[config.mk]
export PLATFORM = sky130hd
export DESIGN_NAME = btrm_div
export DESIGN_NICKNAME = d
export VERILOG_FILES = /design/src/hw/rtl/btrm_pkg.sv /design/src/hw/rtl/btrm_div.sv
export SDC_FILE = /design/constraint.sdc
export NUM_CORES = 1
export LEC_CHECK = 0
export BUFFER_PORTS_ARGS = -buffer_cell sky130_fd_sc_hd__buf_2
export CAP_MARGIN = 30
export CELL_PAD_IN_SITES_DETAIL_PLACEMENT = 1
export CELL_PAD_IN_SITES_GLOBAL_PLACEMENT = 1
export CORE_ASPECT_RATIO = 0.7
export CORE_MARGIN = 2
export CORE_UTILIZATION = 44
export CTS_CLUSTER_DIAMETER = 80
export DETAILED_ROUTE_END_ITERATION = 16
export PLACE_DENSITY_LB_ADDON = 0.1
export SETUP_SLACK_MARGIN = 0.5
export SYNTH_ARGS = -nofsm -noshare
export SYNTH_HDL_FRONTEND = slang
export SYNTH_SLANG_ARGS = --single-unit
[constraint.sdc]
create_clock -name clk -period 3.8 [get_ports clk]
set_clock_uncertainty 0.05 [all_clocks]
set_input_delay 1.14 -clock clk [delete_from_list [all_inputs] [get_ports clk]]
set_output_delay 1.14 -clock clk [all_outputs]
set_load 0.05 [all_outputs]
[src/hw/rtl/btrm_pkg.sv]
// Shared constants and types of the transfer rate meter.
package btrm_pkg;

  localparam int BUCKETS_DEF = 32;

  localparam int TIME_W  = 32;
  localparam int BYTES_W = 32;
  localparam int RATE_W  = 32;
  localparam int IV_W    = 12;
  localparam int SUM_W   = 64;
  localparam int DEN_W   = 44;
  localparam int DIV_W   = 64;
  localparam int CNT_W   = 6;

  localparam int ADDR_W    = 3;
  localparam int DATA_W    = 32;
  localparam int REG_IDX_W = 1;

  localparam logic [REG_IDX_W-1:0] REG_INTERVAL = 1'b0;

  localparam logic [IV_W-1:0]   IV_MIN   = 12'd2;
  localparam logic [IV_W-1:0]   IV_RST   = 12'd2;
  localparam logic [RATE_W-1:0] RATE_SAT = 32'hFFFF_FFFF;
  localparam logic [TIME_W-1:0] TICK_MAX = 32'hFFFF_FFFF;

  localparam logic [CNT_W-1:0] ITER_NARROW = 6'd31;
  localparam logic [CNT_W-1:0] ITER_WIDE   = 6'd63;

  typedef struct packed {
    logic start;
    logic wide;
  } div_req_t;

endpackage

[src/hw/rtl/btrm_div.sv]
// Shared restoring divider, one quotient bit per cycle.
module btrm_div (
  input  logic                         clk,
  input  logic                         rst_n,
  input  btrm_pkg::div_req_t           req,
  input  logic [btrm_pkg::DIV_W-1:0]   dividend,
  input  logic [btrm_pkg::DEN_W-1:0]   divisor,
  output logic                         done,
  output logic [btrm_pkg::DIV_W-1:0]   quotient
);

  logic                          busy_r, busy_nxt;
  logic                          done_r, done_nxt;
  logic [btrm_pkg::CNT_W-1:0]    cnt_r, cnt_nxt;
  logic [btrm_pkg::DEN_W-1:0]    rem_r, rem_nxt;
  logic [btrm_pkg::DIV_W-1:0]    dvd_r, dvd_nxt;
  logic [btrm_pkg::DEN_W-1:0]    dvs_r, dvs_nxt;
  logic [btrm_pkg::DEN_W:0]      rem_sh;
  logic [btrm_pkg::DEN_W:0]      rem_sub;
  logic                          ge;

  always_comb begin
    rem_sh  = {rem_r, dvd_r[btrm_pkg::DIV_W-1]};
    rem_sub = rem_sh - {1'b0, dvs_r};
    ge      = (rem_sh >= {1'b0, dvs_r});
  end

  always_comb begin
    busy_nxt = busy_r;
    done_nxt = 1'b0;
    cnt_nxt  = cnt_r;
    rem_nxt  = rem_r;
    dvd_nxt  = dvd_r;
    dvs_nxt  = dvs_r;
    if (req.start) begin
      busy_nxt = 1'b1;
      cnt_nxt  = req.wide ? btrm_pkg::ITER_WIDE : btrm_pkg::ITER_NARROW;
      rem_nxt  = '0;
      dvd_nxt  = dividend;
      dvs_nxt  = divisor;
    end else if (busy_r) begin
      rem_nxt = ge ? rem_sub[btrm_pkg::DEN_W-1:0] : rem_sh[btrm_pkg::DEN_W-1:0];
      dvd_nxt = {dvd_r[btrm_pkg::DIV_W-2:0], ge};
      cnt_nxt = cnt_r - btrm_pkg::CNT_W'(1);
      if (cnt_r == '0) begin
        busy_nxt = 1'b0;
        done_nxt = 1'b1;
      end
    end
  end

  always_ff @(posedge clk) begin
    if (!rst_n) begin
      busy_r <= 1'b0;
      done_r <= 1'b0;
    end else begin
      busy_r <= busy_nxt;
      done_r <= done_nxt;
    end
    cnt_r <= cnt_nxt;
    rem_r <= rem_nxt;
    dvd_r <= dvd_nxt;
    dvs_r <= dvs_nxt;
  end

  assign done     = done_r;
  assign quotient = dvd_r;

endmodule

==> impl_metrics.json, run 1 <==
{
  "status": "finished, final reports clean",
  "area_growth_pct": 20.5,
  "synth.distinct_cells": 60,
  "cts_tree": "done",
  "start_util_pct": 44.5,
  "rows": 44,
  "netlist_instances": 853,
  "rsz0062_at_grt": "yes",
  "hold_path.class": "reg2reg",
  "grt_max_degree": 94,
  "finalCritPeriodShare_pct": 84.3,
  "htreeDepth": 4,
  "yosysSeqAreaShare_pct": 47.5,
  "cts.sinks": 160,
  "ir_drop_uv": 293,
  "antenna_cells": 0,
  "fillers": 2292,
  "yosysWarningCount": 0,
  "core_area_um2": 20500,
  "drive_above_1_share_pct": 31.2,
  "ant_nets": 0,
  "start_kind": "flip-flop",
  "cts_buffer_depth": 2,
  "setup_slack_ns": 0.597,
  "slew_violations": 0,
  "cp.arrival_ns": 3.49,
  "async_flop_share_pct": 0,
  "clk_pin_slew_ns": 0.06,
  "ys.flop_type": "edfxtp_1",
  "maxCapViolations": 0,
  "cp-end-kind": "flip-flop",
  "drc_errors": 0,
  "crit_fanout": 7,
  "clock_latency_ns": 0.44,
  "critPathKind": "reg2reg",
  "die_w_um": 176,
  "max_slew_margin_pct": 38.8,
  "cts_buffers": 17,
  "multi_input_area_um2": 4460,
  "fmax_mhz": 312,
  "synth_largest_area_cell": "edfxtp_1",
  "powerDensity_nw_per_um2": 476,
  "io_pins": 177,
  "final-setup-viol-count": 0,
  "yosys.area.top_type_share_pct": 37.5,
  "antenna_found_initial": 0,
  "die_area_um2": 22000,
  "syn_area_per_cell_um2": 10.7,
  "gr-total-overflow": 0,
  "wl_mm": 23.2,
  "dr.pass1.iters": 5,
  "drtIter0Drc": 380,
  "crit_required_ns": 4.09,
  "wl_per_cell_um": 17.7,
  "drt-vias-per-instance": 5.39,
  "io_buffers": 176,
  "grt_pass1_vias": 7045,
  "power.total_mw": 5.24,
  "synth.area.top_cells": "edfxtp_1 (37%), dfxtp_1 (10%), mux2_2 (7.9%)",
  "grt_usage_pct": 21.4,
  "seqCellArea_um2": 4350,
  "gp_congestion": 0.821,
  "layout_common_cells": "buf_2 (175), edfxtp_1 (114), mux2_2 (64)",
  "synth_edf_count": 114,
  "worst_pin_slew_ns": 0.919,
  "hpwlAfterDp_mm": 16.4,
  "syn_area_um2": 9140,
  "synth_nets": 1012,
  "hold_viol": 0,
  "synth_seq_cells": 160,
  "leakagePower_nw": 4.67,
  "finalNetCount": 1179,
  "grt_pass1_wl_mm": 37.0,
  "layout_commonest_cell": "buf_2",
  "dp_slack_ns": 0.208,
  "via_count": 7054,
  "fin_hold_ws_ns": 0.458,
  "root_buffer": "clkbuf_16",
  "finalSetupTns_ns": 0,
  "period_needed_ns": 3.20,
  "die_h_um": 125
}
## worst paths after layout
kind	from	to	slack, ns	depth (start not counted)
min	rem_r[28]	rem_r[28]	0.46	2
max	dvs_r[20]	rem_r[39]	0.60	11
max reg2reg	dvs_r[20]	rem_r[39]	0.60	11
min reg2reg	rem_r[28]	rem_r[28]	0.46	2
## stage by stage
| stage | utilization, % | instance area, um2 | cells |
|---|---|---|---|
| final | 53.6 | 11000 | 1309 |
| after CTS | 52.9 | 10900 | 1301 |
| after global placement | 50.1 | 10300 | 1269 |
| after global routing | 53.6 | 11000 | 1309 |
| after detailed placement | 50.1 | 10300 | 1269 |
| after floorplan | - | 9150 | 853 |
## synth_stat cells (2+ instances only)
| library cell | n |
|---|---|
| and4_1 | 2 |
| o211ai_1 | 3 |
| nor2_1 | 62 |
| xor2_1 | 21 |
| nor2b_1 | 5 |
| or2_2 | 4 |
| nand2b_1 | 4 |
| a211oi_1 | 33 |
| clkbuf_1 | 28 |
| edfxtp_1 | 114 |
| a21o_1 | 23 |
| and3_1 | 8 |
| o21ai_0 | 30 |
| buf_6 | 4 |
| o31ai_4 | 2 |
| mux2_2 | 64 |
| a41oi_1 | 2 |
| nand4_1 | 16 |
| inv_1 | 64 |
| o21bai_1 | 14 |
| o22ai_1 | 2 |
| buf_1 | 4 |
| dfxtp_1 | 46 |
| o21ai_1 | 5 |
| nand3_1 | 12 |
| a31oi_1 | 8 |
| mux2i_1 | 30 |
| buf_2 | 11 |
| a21oi_1 | 55 |
| nand2_1 | 47 |
| xnor2_1 | 24 |
| a211o_1 | 2 |
| nor3_1 | 10 |
| or2_1 | 2 |
| a221oi_1 | 3 |
| nor3b_1 | 4 |
| o21a_1 | 4 |
| and2_1 | 3 |
| o31ai_1 | 6 |
| or3_1 | 3 |
| ha_1 | 46 |
| a21oi_2 | 5 |
## area by class of cell
class	count	area share (%)
multi-input combinational	582	40.5
sequential	160	39.5
timing repair buffer	195	9.87
clock buffer	22	4.03
tap	276	3.14
inverter	64	2.22
clock inverter	10	0.807
## routing by layer
metal	GRT usage (%)	wire, um	vias to the layer above
li1	-	-	3452
met1	31.1	11500	3433
met2	31.9	10400	148
met3	5.07	1120	21
met4	5.54	283	0
met5	0	0	-
## state kept, by name, summed over array words and instances, names as in the netlist
register	cells
done	1
busy_r	1
dvs_r	44
cnt_r	6
rem_r	44
quotient	64
## report_power, final
group          switching (mW)  internal [mW]  total (mW)
Sequential             0.0856           2.05        2.14
Clock                   0.712          0.897        1.61
Combinational           0.940          0.548        1.49
Total                    1.74           3.50        5.24
## kinds of logic (layout without fill, tap and decap cells)
logic type	Yosys count	count (layout)	synth area share, %
compound gates	209	210	15.5
simple gates	186	186	9.82
flops	160	160	47.5
buf+inv	112	291	5.12
mux	94	94	11.2
fa+ha+maj	47	47	6.52
xor+xnor	45	45	4.31
## worst max-delay path, cell delays in order, from the launching register on
cell and delay, ns:
edfxtp_1 0.33, inv_1 0.05, ha_1 0.38, a21oi_2 0.24, o21ai_1 0.11, or2_1 0.25
nor4_4 0.43, o31ai_4 0.13, a211o_4 0.42, and2_2 0.27, and3_1 0.17, nor4_2 0.26
## repair_timing
item                       CTS  global route
setup endpoints to repair   14            41
setup buffers                0             7
hold buffers                 0             0
gates resized for setup      7            16
gates cloned                 0             1
pin swaps                    2             8
No activity file was read; power rests on OpenSTA's default activity.
==> run 2, diff against run 1 <==
CORE_UTILIZATION = 39   (was 44)
clock period = 2.9 ns   (was 3.8 ns; I/O delays follow)
==> run 2 against run 1 <==
Compared with the run above: critical path depth increased by 1; combinational power increased by 69%; sequential cell count unchanged; worst hold slack improved by 0.014 ns; clock power increased by 45%; critical path type unchanged; largest power group unchanged; highest routed layer unchanged.
==> impl_metrics.json, run 2 (synthesized netlist as in run 1, its figures left out) <==
{
  "status": "finished, final reports clean",
  "powerDensity_nw_per_um2": 616,
  "area_growth_pct": 36.3,
  "max_stage_delay_ns": 0.43,
  "max_slew_margin_pct": 63.0,
  "grt_pass1_vias": 7712,
  "ant_nets": 0,
  "clkPwrFrac_pct": 30.4,
  "die_area_um2": 24700,
  "r2r_slack_ns": 0.02,
  "cts_tree": "done",
  "gp_congestion": 0.825,
  "leakagePower_nw": 5.23,
  "path_buf_inv": 3,
  "cts_buffers": 17,
  "seqPwrFrac_pct": 36.9,
  "drive_above_1_share_pct": 45.9,
  "finalCritPeriodShare_pct": 99.2,
  "grt_pass1_wl_mm": 42.8,
  "finalSetupTns_ns": 0,
  "antenna_found_initial": 0,
  "cp-end-kind": "flip-flop",
  "hpwlAfterDp_mm": 18.7,
  "dr.pass1.iters": 4,
  "busiest_layer": "met2",
  "r2r_cells": 12,
  "cp.arrival_ns": 3.18,
  "cts.sinks": 160,
  "crit_fanout": 8,
  "htreeDepth": 4,
  "fmax_mhz": 348,
  "critPathKind": "reg2reg",
  "maxCapViolations": 0,
  "grtUsageMet2_pct": 34.0,
  "worst_pin_slew_ns": 0.549,
  "die_h_um": 132,
  "ir_drop_uv": 450,
  "root_buffer": "clkbuf_16",
  "drc_errors": 0,
  "crit_chain": "inv_2, ha_4, a21oi_2, nand2_1, a21o_1, nor4_4, o31ai_4, a211o_4, buf_12, buf_16, mux2i_1, a211oi_1",
  "final_core_utilization_pct": 54.5,
  "via_count": 7394,
  "antenna_cells": 0,
  "wl_mm": 27.4,
  "rsz0062_at_grt": "yes",
  "p_switching_mw": 2.58,
  "cp_slowest_cell": "nor4_4",
  "io_buffers": 176,
  "r2r_start": "dvs_r[11]",
  "rows": 46,
  "largest_reg_flops": 64,
  "hold_path.class": "reg2reg",
  "wl_per_cell_um": 19.2,
  "fin_hold_ws_ns": 0.471,
  "slew_violations": 0,
  "cts_hold_buf": 0,
  "met1_usage_pct": 31.1,
  "hp-start": "rem_r[24]",
  "io_pins": 177,
  "r2r-end": "rem_r[25]",
  "cts_buffer_depth": 2,
  "grt_max_degree": 72,
  "layout_common_cells": "buf_2 (175), edfxtp_1 (114), buf_4 (83)",
  "drtIter0Drc": 335,
  "grt_use_met3_pct": 4.76,
  "die_w_um": 187,
  "gr-total-overflow": 0,
  "hold_viol": 0,
  "combPwrFrac_pct": 32.8,
  "core_area_um2": 22800,
  "clock_latency_ns": 0.45,
  "clk_pin_slew_ns": 0.06,
  "finalNetCount": 1258,
  "start_kind": "flip-flop",
  "period_needed_ns": 2.88,
  "start_util_pct": 40.0,
  "crit_required_ns": 3.21,
  "crit_family": "compound AO/OA/AOI/OAI gates",
  "p_sw_share_pct": 33.7,
  "hold_depth": 2,
  "cell_internal_pwr_mw": 5.09,
  "holdPathEnd": "rem_r[24]",
  "drt-vias-per-instance": 5.19,
  "final-setup-viol-count": 0,
  "fillers": 2492,
  "grt_usage_pct": 22.0,
  "layout_commonest_cell": "buf_2",
  "power.total_mw": 7.67
}
run 2: how the worst max path moves through the flow:
stage / from / endpoint / slack, ns / cells after the start
finish: dvs_r[11] / rem_r[25] / 0.02 / 12
global route: quotient[63] / rem_r[38] / -0.12 / 14
detailed placement: dvs_r[16] / rem_r[35] / -0.1 / 10
global placement: dvs_r[16] / rem_r[35] / 0.01 / 10
CTS: dvs_r[20] / rem_r[18] / -0.04 / 12
floorplan: quotient[63] / rem_r[38] / 0.01 / 13
run 2: metal layers:
metal / vias to the layer above / share of wire [%]
li1: 3612 / -
met1: 3631 / 48
met2: 129 / 47
met3: 22 / 4.3
met4: 0 / 1.1
met5: - / 0
run 2: worst register-to-register path: cells and delay by family, from the launching register on:
kind	cells	cell delay [ns]
flip-flops	1	0.38
AND/OR/NAND/NOR	2	0.50
multiplexers	1	0.13
AO/OA/AOI/OAI	5	1.15
buffers and inverters	3	0.38
adder cells (fa/ha/maj)	1	0.21
run 2: area by class of cell:
type | count | area, um2 | share of cell area [%]
clock inverters | 11 | 126 | 1.01
inverters | 64 | 244 | 1.96
multi-input cells | 581 | 5080 | 40.8
flip-flops and latches | 160 | 4350 | 34.9
repair buffers | 275 | 1790 | 14.4
clock buffers | 21 | 472 | 3.79
well taps | 312 | 390 | 3.13
run 2: repair_timing:
item / CTS / global route
resized for setup: 49 / 98
setup endpoints to repair: 45 / 45
pin swaps: 21 / 59
setup buffers: 10 / 12
gates cloned: 3 / 0
run 2: power groups by stage:
stage	registers, mW	logic, mW	clock network (mW)
2_1_floorplan	3.17	1.13	0
3_3_place_gp	2.85	2.07	0
3_5_place_dp	2.86	2.10	0
4_1_cts	2.82	2.28	2.39
5_1_grt	2.86	2.69	2.47
6_report	2.83	2.52	2.33
run 2: metrics by stage:
stage               instances  instance area [um2]  worst slack [ns]
floorplan                 853                 9290            0.0142
global placement         1367                10900            0.0110
detailed placement       1367                10900           -0.0954
CTS                      1412                11900           -0.0407
global route             1424                12500            -0.119
finish                   1424                12500            0.0229
